<file path="src/rtl/core/tec_pkg.sv">
// ---------------------------------------------------------------------------
// tec_pkg: shared types and constants for the timestamp event collator
// Holds payload structs, result codes and the sequencer state type.
// ---------------------------------------------------------------------------
package tec_pkg;

   localparam int QUEUE_DEPTH_DEF = 8;
   localparam int MAX_BOARDS_DEF  = 16;
   localparam int MAX_PARTS_DEF   = 64;
   localparam int MAX_RESULTS     = 10;

   localparam int TIME_W  = 63;
   localparam int BOARD_W = 16;
   localparam int PART_W  = 64;
   localparam int CNT_W   = 7;

   localparam logic [31:0] TOL_RESET = 32'd1000000;
   localparam logic [4:0]  EXP_RESET = 5'd16;

   // register indexes
   localparam logic [1:0] REG_TOL  = 2'd0;
   localparam logic [1:0] REG_EXP  = 2'd1;
   localparam logic [1:0] REG_USE  = 2'd2;
   localparam logic [1:0] REG_MASK = 2'd3;

   // result kinds
   localparam logic [1:0] KIND_STATUS     = 2'd0;
   localparam logic [1:0] KIND_COMPLETE   = 2'd1;
   localparam logic [1:0] KIND_INCOMPLETE = 2'd2;
   localparam logic [1:0] KIND_DISCARD    = 2'd3;

   // input status codes
   localparam logic [2:0] ST_NEW    = 3'd0;
   localparam logic [2:0] ST_JOINED = 3'd1;
   localparam logic [2:0] ST_MASKED = 3'd2;
   localparam logic [2:0] ST_LATE   = 3'd3;
   localparam logic [2:0] ST_DUP    = 3'd4;
   localparam logic [2:0] ST_MANY   = 3'd5;

   typedef struct packed {
      logic [3:0]        board_index;
      logic [5:0]        module_number;
      logic [5:0]        block_number;
      logic [6:0]        blocks_per_module;
      logic [6:0]        modules_per_board;
      logic [TIME_W-1:0] packet_time;
   } req_type;

   typedef struct packed {
      logic [1:0]         result_kind;
      logic [2:0]         input_status;
      logic [TIME_W-1:0]  slot_time;
      logic [BOARD_W-1:0] boards_present;
      logic [BOARD_W-1:0] boards_complete;
      logic               last_result;
   } rsp_type;

   // per-cell status toward the sequencer
   typedef struct packed {
      logic              valid;
      logic              match;
      logic              not_later;   // slot time <= packet time
      logic              dup;
      logic [TIME_W-1:0] time_val;
      logic [BOARD_W-1:0] seen;
      logic [BOARD_W-1:0] done;
   } cell_stat_type;

   // commands from the sequencer to every cell
   typedef struct packed {
      logic        shift_up;    // pop: take contents from upper neighbor
      logic        insert;      // open slot at ins_pos, later slots move toward the tail
      logic [5:0]  ins_pos;
      logic        add;         // record packet into slot add_pos
      logic [5:0]  add_pos;
   } cell_cmd_type;

   typedef enum logic [2:0] {
      S_IDLE, S_EVAL, S_ADD, S_STATUS, S_CHECK, S_EMIT
   } seq_state_type;

endpackage

</file>
<file path="src/rtl/core/tec_sequencer.sv">
// ---------------------------------------------------------------------------
// tec_sequencer: transaction control
// Classifies a packet from the cell row, issues insert/add/pop commands and
// produces the result sequence.
// ---------------------------------------------------------------------------
module tec_sequencer
   import tec_pkg::*;
#(
   parameter int QUEUE_DEPTH = QUEUE_DEPTH_DEF,
   parameter int MAX_BOARDS  = MAX_BOARDS_DEF,
   parameter int MAX_PARTS   = MAX_PARTS_DEF
) (
   input  logic                 clock,
   input  logic                 reset,
   input  logic                 req_valid,
   output logic                 req_stall,
   input  req_type              req_data,
   output logic                 rsp_valid,
   input  logic                 rsp_stall,
   output rsp_type              rsp_data,
   input  logic [4:0]           expected_boards,
   input  logic                 use_board_list,
   input  logic [15:0]          board_enable_mask,
   input  cell_stat_type        stat [QUEUE_DEPTH],
   output cell_cmd_type         cmd,
   output req_type              pkt
);

   seq_state_type state_ff, state_in;
   req_type       pkt_ff;
   logic [2:0]    status_ff, status_in;
   logic [5:0]    pos_ff, pos_in;
   logic [3:0]    nres_ff, nres_in;
   logic [1:0]    emit_cnt_ff, emit_cnt_in;
   logic [TIME_W-1:0] last_ff, last_in;
   rsp_type       out_ff, out_in;
   logic          out_vld_ff, out_vld_in;
   logic          rejected;
   logic          any_match, full_q;
   logic [5:0]    match_pos, ins_pos;
   logic [13:0]   product_w, idx_w;
   logic          head_complete;
   logic          out_free;

   assign product_w = 14'(req_data.modules_per_board) * 14'(req_data.blocks_per_module);
   assign idx_w     = 14'(req_data.module_number) * 14'(req_data.blocks_per_module)
                      + 14'(req_data.block_number);

   // scan the cell row: first matching slot and insert position
   always_comb begin
      any_match = 1'b0;
      match_pos = '0;
      ins_pos   = '0;
      for (int s = QUEUE_DEPTH-1; s >= 0; s--) begin
         if (stat[s].match) begin
            any_match = 1'b1;
            match_pos = 6'(s);
         end
      end
      for (int s = 0; s < QUEUE_DEPTH; s++) begin
         if (stat[s].not_later) ins_pos = 6'(s + 1);
      end
      full_q = stat[QUEUE_DEPTH-1].valid;
      head_complete = stat[0].valid &&
         (5'($countones(stat[0].seen)) == expected_boards) &&
         (stat[0].done == stat[0].seen);
   end

   assign out_free  = !out_vld_ff || !rsp_stall;
   assign req_stall = (state_ff != S_IDLE);
   assign rejected  = (7'(req_data.board_index) >= 7'(MAX_BOARDS)) ||
                      (use_board_list && !board_enable_mask[req_data.board_index]);

   // next state
   always_comb begin
      state_in = state_ff;
      unique case (state_ff)
         S_IDLE:   if (req_valid) state_in = S_EVAL;
         S_EVAL:   state_in = (status_in <= ST_JOINED) ? S_ADD : S_STATUS;
         S_ADD:    state_in = S_STATUS;
         S_STATUS: if (out_free) state_in = (status_ff <= ST_JOINED) ? S_CHECK : S_IDLE;
         S_CHECK:  if (out_free) state_in = (head_complete && nres_ff < 4'(MAX_RESULTS) ||
                     full_q && nres_ff < 4'(MAX_RESULTS)) ? S_EMIT : S_IDLE;
         // a forced-out head ends the sequence
         S_EMIT:   state_in = (out_ff.result_kind == KIND_COMPLETE) ? S_CHECK : S_IDLE;
         default:  state_in = S_IDLE;
      endcase
   end

   // outputs and datapath
   always_comb begin
      status_in   = status_ff;
      pos_in      = pos_ff;
      nres_in     = nres_ff;
      emit_cnt_in = emit_cnt_ff;
      last_in     = last_ff;
      out_in      = out_ff;
      out_vld_in  = out_vld_ff && rsp_stall;
      cmd         = '0;
      unique case (state_ff)
         S_IDLE: begin
            if (req_valid) begin
               nres_in = 4'd1;
               if (rejected) status_in = ST_MASKED;
               else if (product_w > 14'(MAX_PARTS) || idx_w >= 14'(MAX_PARTS))
                  status_in = ST_MANY;
               else status_in = ST_NEW;
            end
         end
         S_EVAL: begin
            if (status_ff == ST_NEW) begin
               if (any_match) begin
                  pos_in    = match_pos;
                  status_in = stat[match_pos[$clog2(QUEUE_DEPTH)-1:0]].dup ?
                              ST_DUP : ST_JOINED;
               end else if (pkt_ff.packet_time < last_ff) begin
                  status_in = ST_LATE;
               end else begin
                  pos_in     = ins_pos;
                  cmd.insert = 1'b1;
                  cmd.ins_pos = ins_pos;
               end
            end
         end
         S_ADD: begin
            cmd.add     = 1'b1;
            cmd.add_pos = pos_ff;
         end
         S_STATUS: begin
            if (out_free) begin
               out_vld_in = 1'b1;
               out_in     = '0;
               out_in.input_status = status_ff;
               if (status_ff <= ST_JOINED) begin
                  out_in.slot_time       = stat[pos_ff[$clog2(QUEUE_DEPTH)-1:0]].time_val;
                  out_in.boards_present  = stat[pos_ff[$clog2(QUEUE_DEPTH)-1:0]].seen;
                  out_in.boards_complete = stat[pos_ff[$clog2(QUEUE_DEPTH)-1:0]].done;
                  out_in.last_result = !((head_complete || full_q));
               end else begin
                  out_in.last_result = 1'b1;
               end
            end
         end
         S_CHECK: begin
            if (out_free && nres_ff < 4'(MAX_RESULTS) && (head_complete || full_q)) begin
               out_vld_in = 1'b1;
               out_in     = '0;
               out_in.slot_time      = stat[0].time_val;
               out_in.boards_present = stat[0].seen;
               if (head_complete) begin
                  out_in.result_kind     = KIND_COMPLETE;
                  out_in.boards_complete = stat[0].seen;
                  last_in = stat[0].time_val;
               end else begin
                  out_in.boards_complete = stat[0].done;
                  if (emit_cnt_ff > 2'd1) begin
                     out_in.result_kind = KIND_INCOMPLETE;
                     last_in = stat[0].time_val;
                  end else begin
                     out_in.result_kind = KIND_DISCARD;
                  end
               end
               // last if forced out or at the result limit; EMIT rechecks a complete pop
               out_in.last_result = !head_complete || nres_ff + 4'd1 >= 4'(MAX_RESULTS);
               cmd.shift_up = 1'b1;
               nres_in = nres_ff + 4'd1;
               if (emit_cnt_ff < 2'd2) emit_cnt_in = emit_cnt_ff + 2'd1;
            end
         end
         S_EMIT: begin
            // hold the result while the popped queue settles
            out_vld_in = out_vld_ff;
            // after a complete pop, the next head may also leave; mark last if not
            if (out_vld_ff && out_ff.result_kind == KIND_COMPLETE && !out_ff.last_result &&
                !(head_complete || full_q)) begin
               out_in.last_result = 1'b1;
            end
         end
         default: ;
      endcase
   end

   always_ff @(posedge clock) begin
      if (reset) begin
         state_ff    <= S_IDLE;
         out_vld_ff  <= 1'b0;
         emit_cnt_ff <= '0;
         last_ff     <= '0;
      end else begin
         state_ff    <= state_in;
         out_vld_ff  <= out_vld_in;
         emit_cnt_ff <= emit_cnt_in;
         last_ff     <= last_in;
      end
      status_ff <= status_in;
      pos_ff    <= pos_in;
      nres_ff   <= nres_in;
      out_ff    <= out_in;
      if (state_ff == S_IDLE && req_valid) pkt_ff <= req_data;
   end

   assign rsp_valid = out_vld_ff && !(state_ff == S_EMIT);
   assign rsp_data  = out_ff;
   assign pkt       = pkt_ff;

endmodule

</file>
<file path="config.mk">
export PLATFORM = sky130hd
export DESIGN_NAME = tec_sequencer
export DESIGN_NICKNAME = d
export VERILOG_FILES = /design/src/rtl/core/tec_pkg.sv /design/src/rtl/core/tec_sequencer.sv
export SDC_FILE = /design/constraint.sdc
export NUM_CORES = 1
export LEC_CHECK = 0
export BUFFER_PORTS_ARGS = -buffer_cell sky130_fd_sc_hd__buf_2
export CELL_PAD_IN_SITES_DETAIL_PLACEMENT = 1
export CELL_PAD_IN_SITES_GLOBAL_PLACEMENT = 2
export CORE_AREA = 2 2 440 442
export CTS_CLUSTER_DIAMETER = 150
export CTS_CLUSTER_SIZE = 16
export DETAILED_ROUTE_END_ITERATION = 16
export DIE_AREA = 0 0 442 444
export PLACE_DENSITY = 0.48
export SYNTH_ARGS = -nofsm -noshare
export SYNTH_HDL_FRONTEND = slang
export SYNTH_SLANG_ARGS = --single-unit
</file>
<file path="constraint.sdc">
create_clock -name clock -period 14.3 [get_ports clock]
set_input_delay 2.86 -clock clock [delete_from_list [all_inputs] [get_ports clock]]
set_output_delay 2.86 -clock clock [all_outputs]
set_load 0.05 [all_outputs]
</file>
; ---- Yosys cells after proc, flatten, opt, wreduce, memory -nomap -nowiden
; Index checks and enable logic that the tools add are counted.
[op_classes]
multipliers = 2
add_sub_neg = 18
n_mux = 75
eq_ne = 14
n_reduce_logical = 39
bitwise = 2
magnitude_cmp = 12
[op_table]
columns = op, n
row1 = $bmux W99 S3, 2
row2 = $mux W95, 3
row3 = $mux W101, 2
row4 = $pmux W100 S2, 1
row5 = $mux W96, 2
row6 = $mux W63, 2
row7 = $mux W6, 16
row8 = $lt A63 B63 Y1, 1
row9 = $mux W3, 14
row10 = $mux W7, 5
row11 = $mux W1, 18
row12 = $pmux W3 S6, 1
row13 = $reduce_and A3 Y1, 6
row14 = $add A1 B1 Y2, 8
row15 = $eq A16 B16 Y1, 1
row16 = $mux W16, 1
row17 = $add A13 B6 Y14, 1
row18 = $ge A14 B7 Y1 const B, 1
row19 = $gt A14 B7 Y1 const B, 1
row20 = $mul A7 B7 Y14, 1
row21 = $logic_and A1 B1 Y1, 13
row22 = $mul A6 B7 Y13, 1
row23 = $add A2 B2 Y3, 4
row24 = $ge A4 B4 Y1 const B, 3
row25 = other kinds (28), 54
[totals]
wordCells = 181
inputBits = 911
regBits = 276

; ---- Longest topological paths before layout
; Gate-level depths: netlist (run 1).
[depth]
ltp_word = 19
ltp_mapped = 20
ltp_nobuf = 19

; ---- Least setup slack after synthesis (run 1)
; Ideal clock, no wire load.
[synth_path]
path_kind = input -> register
start = input port stat[720] (netlist bit)
end = register out_ff, in the netlist rsp_data[100] (enable)
arrival_ps = 11805
t_required_ps = 13708
path_stages = 19
slack_ps = 1903
path_buffers = 1
cell_sequence = fa_1 -> inv_1 -> fa_1 -> inv_1 -> fa_1 -> inv_1 -> fa_1 -> inv_1 -> ha_1 -> inv_1 -> fa_1 -> xor2_1 -> a22oi_1 -> a2111oi_2 -> nand4_1 -> nor2b_1 -> buf_6 -> o22a_1 -> a21oi_1
[synth_via]
elab_chain_len = 11
[synth_lines]
columns = item, line
row1 = from (decl), tec_sequencer.sv:24  ; input cell_stat_type stat [QUEUE_DEPTH],
row2 = $add A1 B1 Y2 (implied by the code), tec_sequencer.sv:65  ; (5'($countones(stat[0].seen)) == expected_boards) &&
row3 = $add A2 B2 Y3 (implied by the code), tec_sequencer.sv:65
row4 = $add A3 B3 Y4 (implied by the code), tec_sequencer.sv:65
row5 = $add A4 B4 Y5 (implied by the code), tec_sequencer.sv:65
row6 = $eq A5 B5 Y1, tec_sequencer.sv:65
row7 = $logic_and A1 B1 Y1, tec_sequencer.sv:64  ; head_complete = stat[0].valid &&
row8 = $logic_and A1 B1 Y1 *, tec_sequencer.sv:65
row9 = $logic_or A1 B1 Y1 *, tec_sequencer.sv:145  ; if (out_free && nres_ff < 4'(MAX_RESULTS) && (head_complete || full_q)) begin
row10 = $logic_and A1 B1 Y1 *, tec_sequencer.sv:145
row11 = $ne A2 B2 Y1 (no line) *, -
row12 = $reduce_and A3 Y1 (no line) *, -
row13 = to (signal assigned), tec_sequencer.sv:198  ; out_ff <= out_in;
row14 = to (decl), tec_sequencer.sv:36  ; rsp_type out_ff, out_in;
; Every way passes the cells marked *; elsewhere a longest branch is shown, timed or not.
; A chain may end at the register's enable or synchronous reset.

==> results of run 1 <==
-- worst reg2reg max path: stages (launching register included) --
cell and delay, ps:
edfxtp_1 460, buf_4 470, buf_4 560, buf_4 600, buf_4 770, mux4_2 780, mux2i_1 170, o21ai_0 90
-- per-layer routing --
layer | GRT usage | share of wire
met5 | 0 | 0.0020
met3 | 0.0390 | 0.071
met2 | 0.247 | 0.51
met4 | 0.0230 | 0.017
met1 | 0.161 | 0.40
-- flip-flops by register name, summed over array words and instances (netlist names) --
| name | flops |
|---|---|
| rsp_data | 101 |
| pkt | 93 |
| last_ff | 63 |
| nres_ff | 4 |
| pos_ff | 4 |
| state_ff | 3 |
| status_ff | 3 |
| emit_cnt_ff | 2 |
| out_vld_ff | 1 |
-- layout by cell type (no fill, tap or decap), drive strengths merged, types with 4 or more instances in the layout --
cell type,Yosys,final
nand4,19,19
diode,0,13
o21bai,6,6
inv,149,154
dfxtp,72,72
nor3,12,12
nand2b,11,11
or3,5,5
o211ai,7,7
a21oi,119,119
mux4,195,195
nor4,10,10
buf,45,1135
ha,138,138
clkinv,0,8
mux2i,103,103
o21ai,124,124
nand3,11,11
a221oi,5,5
edfxtp,202,202
nor3b,6,6
conb,1,4
xor2,12,12
nand2,162,162
and2,77,77
nor2b,9,9
xnor2,19,19
a21o,9,9
clkbuf,66,37
nor2,163,163
a2111oi,4,4
o22ai,10,10
fa,58,58
a211oi,6,6
nand3b,4,4
-- final cells by class --
type / count / area, sq um
Inverter: 149 / 564
Fill cell: 22400 / 161000
Antenna cell: 13 / 32.5
Clock buffer: 37 / 756
Clock inverter: 13 / 154
Timing Repair Buffer: 1135 / 5770
Multi-Input combinational cell: 1336 / 12700
Tap cell: 2526 / 3160
Sequential cell: 274 / 7510
-- final timing paths --
kind | cells after the start | end | slack, ps | start
setup / recovery | 19 | cmd[14] | 3240 | stat[720]
hold / removal | 2 | last_ff[0] | 500 | last_ff[0]
setup reg to reg | 7 | rsp_data[74] | 10150 | pos_ff[0]
hold reg to reg | 2 | last_ff[0] | 500 | last_ff[0]
-- metrics by stage --
| step | total power [mW] | util | area [sq um] | hold WS (ps) | worst slack, ps |
|---|---|---|---|---|---|
| 3_3_place_gp | 2.59 | 0.155 | 29700 | 465 | 3060 |
| 3_5_place_dp | 2.59 | 0.155 | 29700 | 492 | 3100 |
| 2_1_floorplan | 1.96 | - | 21200 | 452 | 1900 |
| 6_report | 3.34 | 0.160 | 30700 | 502 | 3240 |
| 4_1_cts | 3.46 | 0.160 | 30600 | 512 | 3090 |
| 5_1_grt | 3.57 | 0.160 | 30600 | 552 | 2890 |
-- cells in the mapped netlist, types with 4 or more instances --
cell type / count / area [sq um]
nor2_1: 162 / 608
mux2i_1: 103 / 1030
buf_4: 5 / 37.5
a211oi_1: 6 / 45.0
nor4_1: 9 / 56.3
buf_6: 6 / 67.6
mux4_2: 195 / 4390
or3_1: 5 / 31.3
fa_1: 58 / 1160
nand3_1: 11 / 55.1
nor2b_1: 9 / 56.3
dfxtp_1: 72 / 1440
nor3b_1: 6 / 45.0
a21oi_1: 118 / 591
buf_1: 12 / 45.0
o21bai_1: 6 / 45.0
o21ai_0: 124 / 621
o211ai_1: 7 / 52.6
nand2_1: 162 / 608
nand2b_1: 11 / 68.8
clkbuf_1: 66 / 248
edfxtp_1: 202 / 6070
and2_1: 77 / 482
nor3_1: 11 / 55.1
a21o_1: 9 / 67.6
ha_1: 138 / 1730
a221oi_1: 5 / 43.8
nand4_1: 19 / 119
xnor2_1: 19 / 166
xor2_1: 12 / 105
o22ai_1: 10 / 62.6
buf_2: 22 / 110
inv_1: 149 / 559
nand3b_1: 4 / 30.0
-- kinds of logic after synthesis --
| group | count (synthesis) | synth area share |
|---|---|---|
| other cells | 1 | 0.000177 |
| xor+xnor | 31 | 0.0128 |
| simple gates | 496 | 0.109 |
| flops | 274 | 0.353 |
| buf+inv | 260 | 0.0503 |
| fa+ha+maj | 196 | 0.136 |
| mux | 298 | 0.255 |
| compound gates | 311 | 0.0830 |
-- power groups by stage --
stage / Sequential, mW / Clock (mW) / Combinational (mW)
after global routing: 1.06 / 0.889 / 1.62
after floorplan: 1.30 / 0 / 0.663
after CTS: 1.05 / 0.872 / 1.53
final: 1.05 / 0.814 / 1.48
after detailed placement: 1.07 / 0 / 1.52
after global placement: 1.07 / 0 / 1.52
==> reports/results.tsv, run 1 <==
stage	metric	value	unit
status	status	completed	
power_and_ir_drop	max-vdd-ir-drop	0.0923	mV
cells_and_area	area_growth_syn_to_layout	44.3	%
setup_path	cp.arrival	8200	ps
clocking	cts_setup_buffers	0	
cells_and_area	nNetsFinal	4030	
global_route	grt_pass1_wl	186	mm
clocking	clk_latency	670	ps
timing	final_hold_viol_count	0	
synthesis	synth.avg_cell_area	11.4	sq um
detailed_routing	routed_wl	139	mm
setup_path	crit_required	11440	ps
timing	post-route-period-util	0.773	
timing	setup_violations	0	
global_route	first_global_vias	21500	
cells_and_area	fin_cells	5483	
cells_and_area	drive_above_1_share	0.470	
clocking	cts_tree	done	
power_and_ir_drop	p_leak	12.7	nW
synthesis	synth-async-reset-ratio	0	
setup_path	critPathSlowestCell	nand4_1	
synthesis	syn_inst	1867	
timing	fin_crit	11060	ps
detailed_routing	viasPerCell	3.68	
timing	setup_tns	0	ps
power_and_ir_drop	pwr-share-seq	0.314	
setup_path	cp-end-kind	output port	
detailed_routing	antenna_left	0	
placement	port_buffers	1111	
clocking	path_clk_slew	80	ps
detailed_routing	drcViolationCount	0	
clocking	cts_buffers	27	
detailed_routing	drtIter0Drc	1051	
floorplanning	rows	161	
synthesis	yosysWarnings	0	
synthesis	synthFlopType	edfxtp_1	
setup_path	crit_fanout	5	
setup_path	cp_num_buf_inv	7	
synthesis	netlist_area	21200	sq um
power_and_ir_drop	clockPowerShare	0.244	
clocking	cts_sinks	274	
timing	max_slew_margin	0.299	
clocking	cts_max_path_buffers	3	
power_and_ir_drop	netSwitchingFraction	0.440	
power_and_ir_drop	p_sw	1.47	mW
clocking	holdBufCountCts	0	
placement	post-place-cells	5420	
clocking	htree_levels	1	
timing	clock_skew	36.8	ps
placement	place_congestion	0.876	
floorplanning	die_area	196000	sq um
power_and_ir_drop	p_comb_frac	0.442	
setup_path	cp_slowest_stage_delay	650	ps
floorplanning	core_area	192000	sq um
global_route	antenna_found_initial	84	
flow_run	max_cap_viol_count	0	
synthesis	yosysSeqAreaShare	0.353	
floorplanning	die_h	444	microns
detailed_routing	num_vias	20200	
floorplanning	fp.dieW	442	microns
synthesis	synth.distinct_cells	59	
power_and_ir_drop	internal_power	1.87	mW
placement	hpwlAfterDp	117	mm
setup_path	path_delay_family	adder cells	
hold_path	hold_path.class	register to register	
synthesis	synth_seq_cells	274	
timing	fmax	90.4	MHz
synthesis	synth_edf_count	202	
global_route	grt_start_max_net_pins	98	
setup_path	start_kind	input port	
timing	worst_slew_pin_slew	1040	ps
timing	drv_slew	0	
global_route	overflow	0	
clocking	ctsResizeCount	0	
floorplanning	start_util	0.111	
power_and_ir_drop	power_density	109	nW/um^2
detailed_routing	first_pass_iters	5	
detailed_routing	wl_per_cell	25.3	microns
global_route	track_usage	0.137	
floorplanning	io_pins	1122	
setup_path	crit_chain	buf_2 -> fa_1 -> inv_1 -> fa_1 -> inv_1 -> fa_1 -> inv_1 -> fa_1 -> inv_1 -> ha_1 -> inv_1 -> fa_1 -> xor2_1 -> a22oi_1 -> a2111oi_2 -> nand4_1 -> nor2b_1 -> nor2_4 -> buf_2	
clocking	clock_tree.root_cell	clkbuf_16	
setup_path	critPathKind	input port to output port	
timing	rsz0062_at_grt	no	
Note: power is estimated with default switching activity, not from simulation.
==> inputs of run 2 (changes only) <==
==> constraint.sdc (replaced) <==
create_clock -name clock -period 10.37 [get_ports clock]
set_input_delay 2.074 -clock clock [delete_from_list [all_inputs] [get_ports clock]]
set_output_delay 2.074 -clock clock [all_outputs]
set_load 0.05 [all_outputs]
==> reports/results.tsv, run 2 (same netlist as run 1, synthesis figures left out) <==
stage	metric	value	unit	change
status	status	completed		
cells_and_area	seq_area	7510	sq um	unchanged
cells_and_area	drive_above_1_share	0.471		+0.000739
floorplanning	rows	161		unchanged
clocking	htree_levels	1		unchanged
power_and_ir_drop	fin_total_pwr	4.64	mW	+39%
setup_path	crit_required	8300	ps	-3140 ps
setup_path	cp-end-kind	output port		
placement	port_buffers	1111		unchanged
timing	drv_slew	0		unchanged
power_and_ir_drop	p_leak	12.8	nW	+0.33%
global_route	track_usage	0.140		+0.00344
clocking	cts_tree	done		
timing	fin_ws	1180	ps	-2070 ps
power_and_ir_drop	netSwitchingFraction	0.439		-0.000779
power_and_ir_drop	p_sw	2.04	mW	+39%
power_and_ir_drop	power_density	151	nW/um^2	+38%
floorplanning	die_area	196000	sq um	unchanged
detailed_routing	wl_per_cell	25.8	microns	+1.8%
power_and_ir_drop	pwr-share-seq	0.311		-0.003
detailed_routing	first_pass_iters	4		-1
detailed_routing	drcViolationCount	0		unchanged
timing	final_hold_viol_count	0		unchanged
setup_path	start_kind	input port		
clocking	holdBufCountCts	0		unchanged
detailed_routing	antenna_left	0		unchanged
setup_path	critPathKind	input port to output port		
floorplanning	io_pins	1122		unchanged
setup_path	cp.arrival	7120	ps	-1080 ps
timing	post-route-period-util	0.886		
clocking	clock_tree.root_cell	clkbuf_16		
timing	setup_tns	0	ps	unchanged
floorplanning	fp.dieW	442	microns	unchanged
floorplanning	die_h	444	microns	unchanged
timing	rsz0062_at_grt	no		
detailed_routing	viasPerCell	3.68		about the same
placement	pre_cts_ws	1070	ps	-2030 ps
timing	fmax	109	MHz	
global_route	first_global_vias	21500		+0.084%
detailed_routing	num_vias	20300		+0.50%
detailed_routing	drtIter0Drc	931		-11%
clocking	cts_max_path_buffers	3		unchanged
cells_and_area	largest_register_ffs	101		unchanged
power_and_ir_drop	clockPowerShare	0.252		+0.008
flow_run	max_cap_viol_count	0		unchanged
timing	worst_slew_pin_slew	977	ps	-62.0 ps
timing	clock_skew	56.0	ps	+19.2 ps
cells_and_area	area_growth_syn_to_layout	45.0	%	
cells_and_area	mostFrequentLayoutCells	buf_2 (1110), edfxtp_1 (202), mux4_2 (195)		
clocking	cts_setup_buffers	0		unchanged
clocking	path_clk_slew	70	ps	about the same
cells_and_area	multi_input_area	12700	sq um	unchanged
placement	place_congestion	0.850		-3.0%
cells_and_area	nNetsFinal	4035		+0.12%
cells_and_area	nFillCells	22500		+0.25%
clocking	cts_sinks	274		unchanged
timing	max_slew_margin	0.340		+0.0418
placement	hpwlAfterDp	121	mm	+3.3%
clocking	clk_latency	690	ps	+20 ps
global_route	overflow	0		unchanged
timing	setup_violations	0		unchanged
global_route	grt_pass1_wl	190	mm	+2.0%
setup_path	crit_fanout	5		unchanged
power_and_ir_drop	p_comb_frac	0.437		-0.005
clocking	cts_buffers	28		+3.7%
power_and_ir_drop	max-vdd-ir-drop	0.130	mV	+41%
power_and_ir_drop	internal_power	2.60	mW	+39%
timing	fin_crit	9190	ps	
global_route	antenna_found_initial	99		+18%
floorplanning	start_util	0.111		unchanged
clocking	ctsResizeCount	0		unchanged
timing	fin_hold_ws	498	ps	-4.42 ps
global_route	grt_start_max_net_pins	78		-20%
detailed_routing	routed_wl	142	mm	+2.3%
hold_path	hold_path.class	register to register		
cells_and_area	layout_commonest_cell	buf_2		
floorplanning	core_area	192000	sq um	unchanged
run 2: cell count changes in the layout (fill, tap and decap cells not counted), moves of 3 or more:
cell	change
buf_4	+3
diode_2	+19
inv_8	+4
clkinv_4	-3
run 2: through the flow:
stage               instance area [sq um]  utilization  instances
finish                              30800        0.161       5508
global route                        30700        0.160       5486
CTS                                 30700        0.160       5476
detailed placement                  29800        0.155       5424
global placement                    29800        0.155       5424
floorplan                           21300            -       1870
run 2: layer usage:
metal | global-route usage | vias up | routed length [microns]
met5 | 0 | - | 345
met4 | 0.0286 | 56 | 3450
met3 | 0.0322 | 197 | 9320
met2 | 0.259 | 768 | 73700
met1 | 0.164 | 10200 | 55300
li1 | - | 9069 | -
run 2: layout make-up:
class / instances / share of cell area
Multi-Input combinational cell: 1336 / 0.413
Sequential cell: 274 / 0.244
Timing Repair Buffer: 1139 / 0.189
Tap cell: 2526 / 0.103
Clock buffer: 38 / 0.0243
Inverter: 149 / 0.0183
Clock inverter: 14 / 0.00699
Antenna cell: 32 / 0.00260
run 2: worst max-delay path, stage by stage:
cell       delay (ps)
buf_2             160
fa_1              550
inv_1              50
fa_1              470
inv_1              60
fa_1              510
inv_1              50
fa_1              440
inv_1              70
ha_1              170
inv_1              70
fa_1              500
xor2_1            200
a22oi_1           120
a2111oi_2         370
nand4_1           300
buf_4             270
nor2b_1           190
nor2_4            130
buf_2             350
run 2: worst paths after layout:
path,end,from,cells after the start,slack [ps]
hold reg to reg,last_ff[0],last_ff[0],2,500
setup reg to reg,pos_ff[1],pkt[19],10,6440
hold / removal,last_ff[0],last_ff[0],2,500
setup / recovery,cmd[14],stat[720],20,1180
run 2: power by group through the flow:
stage	sequential [mW]	clock, mW	combinational (mW)
final	1.44	1.17	2.03
after global routing	1.46	1.27	2.23
after CTS	1.45	1.26	2.10
after detailed placement	1.47	0	2.09
after global placement	1.47	0	2.09
after floorplan	1.78	0	0.914
==> inputs of run 3 (changes only) <==
==> config.mk (replaced) <==
export PLATFORM = sky130hd
export DESIGN_NAME = tec_sequencer
export DESIGN_NICKNAME = d
export VERILOG_FILES = /design/src/rtl/core/tec_pkg.sv /design/src/rtl/core/tec_sequencer.sv
export SDC_FILE = /design/constraint.sdc
export NUM_CORES = 1
export LEC_CHECK = 0
export BUFFER_PORTS_ARGS = -buffer_cell sky130_fd_sc_hd__buf_2
export CORE_AREA = 2 2 435 437
export CTS_CLUSTER_DIAMETER = 150
export CTS_CLUSTER_SIZE = 16
export DETAILED_ROUTE_END_ITERATION = 16
export DIE_AREA = 0 0 437 439
export PLACE_DENSITY = 0.37
export SYNTH_ARGS = -nofsm -noshare
export SYNTH_HDL_FRONTEND = slang
export SYNTH_SLANG_ARGS = --single-unit
==> reports/results.tsv, run 3 (same netlist as run 1, synthesis figures left out) <==
stage	metric	value	unit	change
detailed_routing	dr.max_layer_used	met5		
timing	setup_violations	0		unchanged
detailed_routing	wl_met3	12.8	mm	+38%
floorplanning	start_util	0.114		+0.00271
timing	rsz0062_at_grt	no		
clocking	ctsResizeCount	0		unchanged
placement	port_buffers	1111		unchanged
timing	setup_tns	0	ps	unchanged
clocking	path_clk_slew	80	ps	about the same
clocking	cts_setup_buffers	0		unchanged
clocking	cts_buffers	24		-14%
placement	post-place-cells	5388		-0.66%
cells_and_area	area_growth_syn_to_layout	43.7	%	
floorplanning	core_area	187000	sq um	-2.4%
global_route	antenna_found_initial	115		+16%
cells_and_area	nNetsFinal	4026		-0.22%
global_route	grt_start_max_net_pins	126		+62%
detailed_routing	first_pass_iters	5		+1
cells_and_area	drive_above_1_share	0.469		-0.00234
detailed_routing	antenna_left	0		unchanged
timing	drv_slew	0		unchanged
detailed_routing	drtIter0Drc	1231		+32%
placement	hpwlAfterDp	126	mm	+4.4%
setup_path	cp.arrival	7110	ps	about the same
cells_and_area	layout_commonest_cell	buf_2		
detailed_routing	viasPerCell	3.74		+1.6%
cells_and_area	design_area	30500	sq um	-0.92%
cells_and_area	final_core_util	0.163		+0.00242
cells_and_area	mostFrequentLayoutCells	buf_2 (1110), edfxtp_1 (202), mux4_2 (195)		
clocking	clock_tree.root_cell	clkbuf_16		
detailed_routing	met2_length	72.4	mm	-1.7%
clocking	cts_sinks	274		unchanged
clocking	cts_max_path_buffers	3		unchanged
timing	clock_skew	52.5	ps	-3.50 ps
clocking	cts_tree	done		
detailed_routing	routed_wl	146	mm	+3.0%
timing	max_slew_margin	0.185		-0.155
placement	place_congestion	0.889		+4.7%
timing	post-route-period-util	0.886		about the same
setup_path	critPathKind	input port to output port		
floorplanning	die_area	192000	sq um	-2.2%
global_route	first_global_vias	20500		-5.0%
detailed_routing	num_vias	20400		+0.66%
placement	pre_cts_ws	1100	ps	+24.9 ps
timing	fin_ws	1180	ps	+6.34 ps
global_route	overflow	0		unchanged
timing	fin_hold_ws	515	ps	+17.7 ps
setup_path	crit_chain	buf_2 -> fa_1 -> inv_1 -> fa_1 -> inv_1 -> fa_1 -> inv_1 -> fa_1 -> inv_1 -> ha_1 -> inv_1 -> fa_1 -> xor2_1 -> a22oi_1 -> a2111oi_2 -> nand4_1 -> buf_4 -> nor2b_1 -> buf_4 -> nor2_4 -> buf_2		
clocking	clk_latency	650	ps	-40 ps
hold_path	hold_path.class	register to register		
setup_path	critPathSlowestCell	fa_1		
status	status	completed		
detailed_routing	drcViolationCount	0		unchanged
setup_path	cp-end-kind	output port		
clocking	holdBufCountCts	0		unchanged
power_and_ir_drop	max-vdd-ir-drop	0.136	mV	+4.8%
setup_path	start_kind	input port		
setup_path	crit_fanout	9		+4
floorplanning	io_pins	1122		unchanged
power_and_ir_drop	p_leak	12.7	nW	-0.97%
setup_path	crit_required	8300	ps	about the same
timing	worst_slew_pin_slew	1220	ps	+246 ps
global_route	track_usage	0.145		+0.00535
setup_path	cp_slowest_stage_delay	580	ps	+30 ps
floorplanning	fp.dieW	437	microns	-1.1%
cells_and_area	fin_cells	5455		-0.96%
timing	fmax	109	MHz	about the same
floorplanning	die_h	439	microns	-1.1%
power_and_ir_drop	power_density	147	nW/um^2	-2.8%
cells_and_area	largest_register_ffs	101		unchanged
detailed_routing	wl_met1	57.4	mm	+3.8%
clocking	htree_levels	1		unchanged
timing	final_hold_viol_count	0		unchanged
power_and_ir_drop	fin_total_pwr	4.47	mW	-3.6%
timing	fin_crit	9190	ps	-6.34 ps
placement	placedInstanceArea	29700	sq um	-0.17%
floorplanning	rows	159		-1.2%
global_route	grt_pass1_wl	188	mm	-0.65%
flow_run	max_cap_viol_count	0		unchanged
detailed_routing	wl_per_cell	26.8	microns	+4.0%
run 3: critical path: cells and delay by family:
kind,cells,cell delay (ps)
fa+ha+maj,6,2650
xor+xnor,1,190
buf+inv,9,1200
compound gates,2,500
simple gates,3,460
run 3: path summary, 6_finish.rpt:
check             slack, ps  cells after the start       start     endpoint
setup / recovery       1180                     21   stat[720]      cmd[14]
hold / removal          520                      2  last_ff[0]   last_ff[0]
setup reg to reg       5650                      9     pkt[24]  state_ff[0]
hold reg to reg         520                      2  last_ff[0]   last_ff[0]
run 3: power by group:
group	total, mW	leakage (nW)	internal, mW	switching (mW)
sequential	1.45	2.47	1.36	0.0889
combinational	2.02	9.82	0.682	1.33
clock	1.01	0.357	0.451	0.555
total	4.47	12.7	2.49	1.98
run 3: metal layers:
layer,vias up,track usage
met5,-,0
met4,78,0.0249
met3,216,0.0495
met2,872,0.256
met1,10200,0.172
li1,9035,-
run 3: final cells by class:
class | count | area, sq um
Antenna cell | 23 | 57.6
Timing Repair Buffer | 1134 | 5790
Sequential cell | 274 | 7510
Multi-Input combinational cell | 1336 | 12700
Clock inverter | 8 | 98.8
Fill cell | 21100 | 156000
Tap cell | 2495 | 3120
Clock buffer | 36 | 656
Inverter | 149 | 564
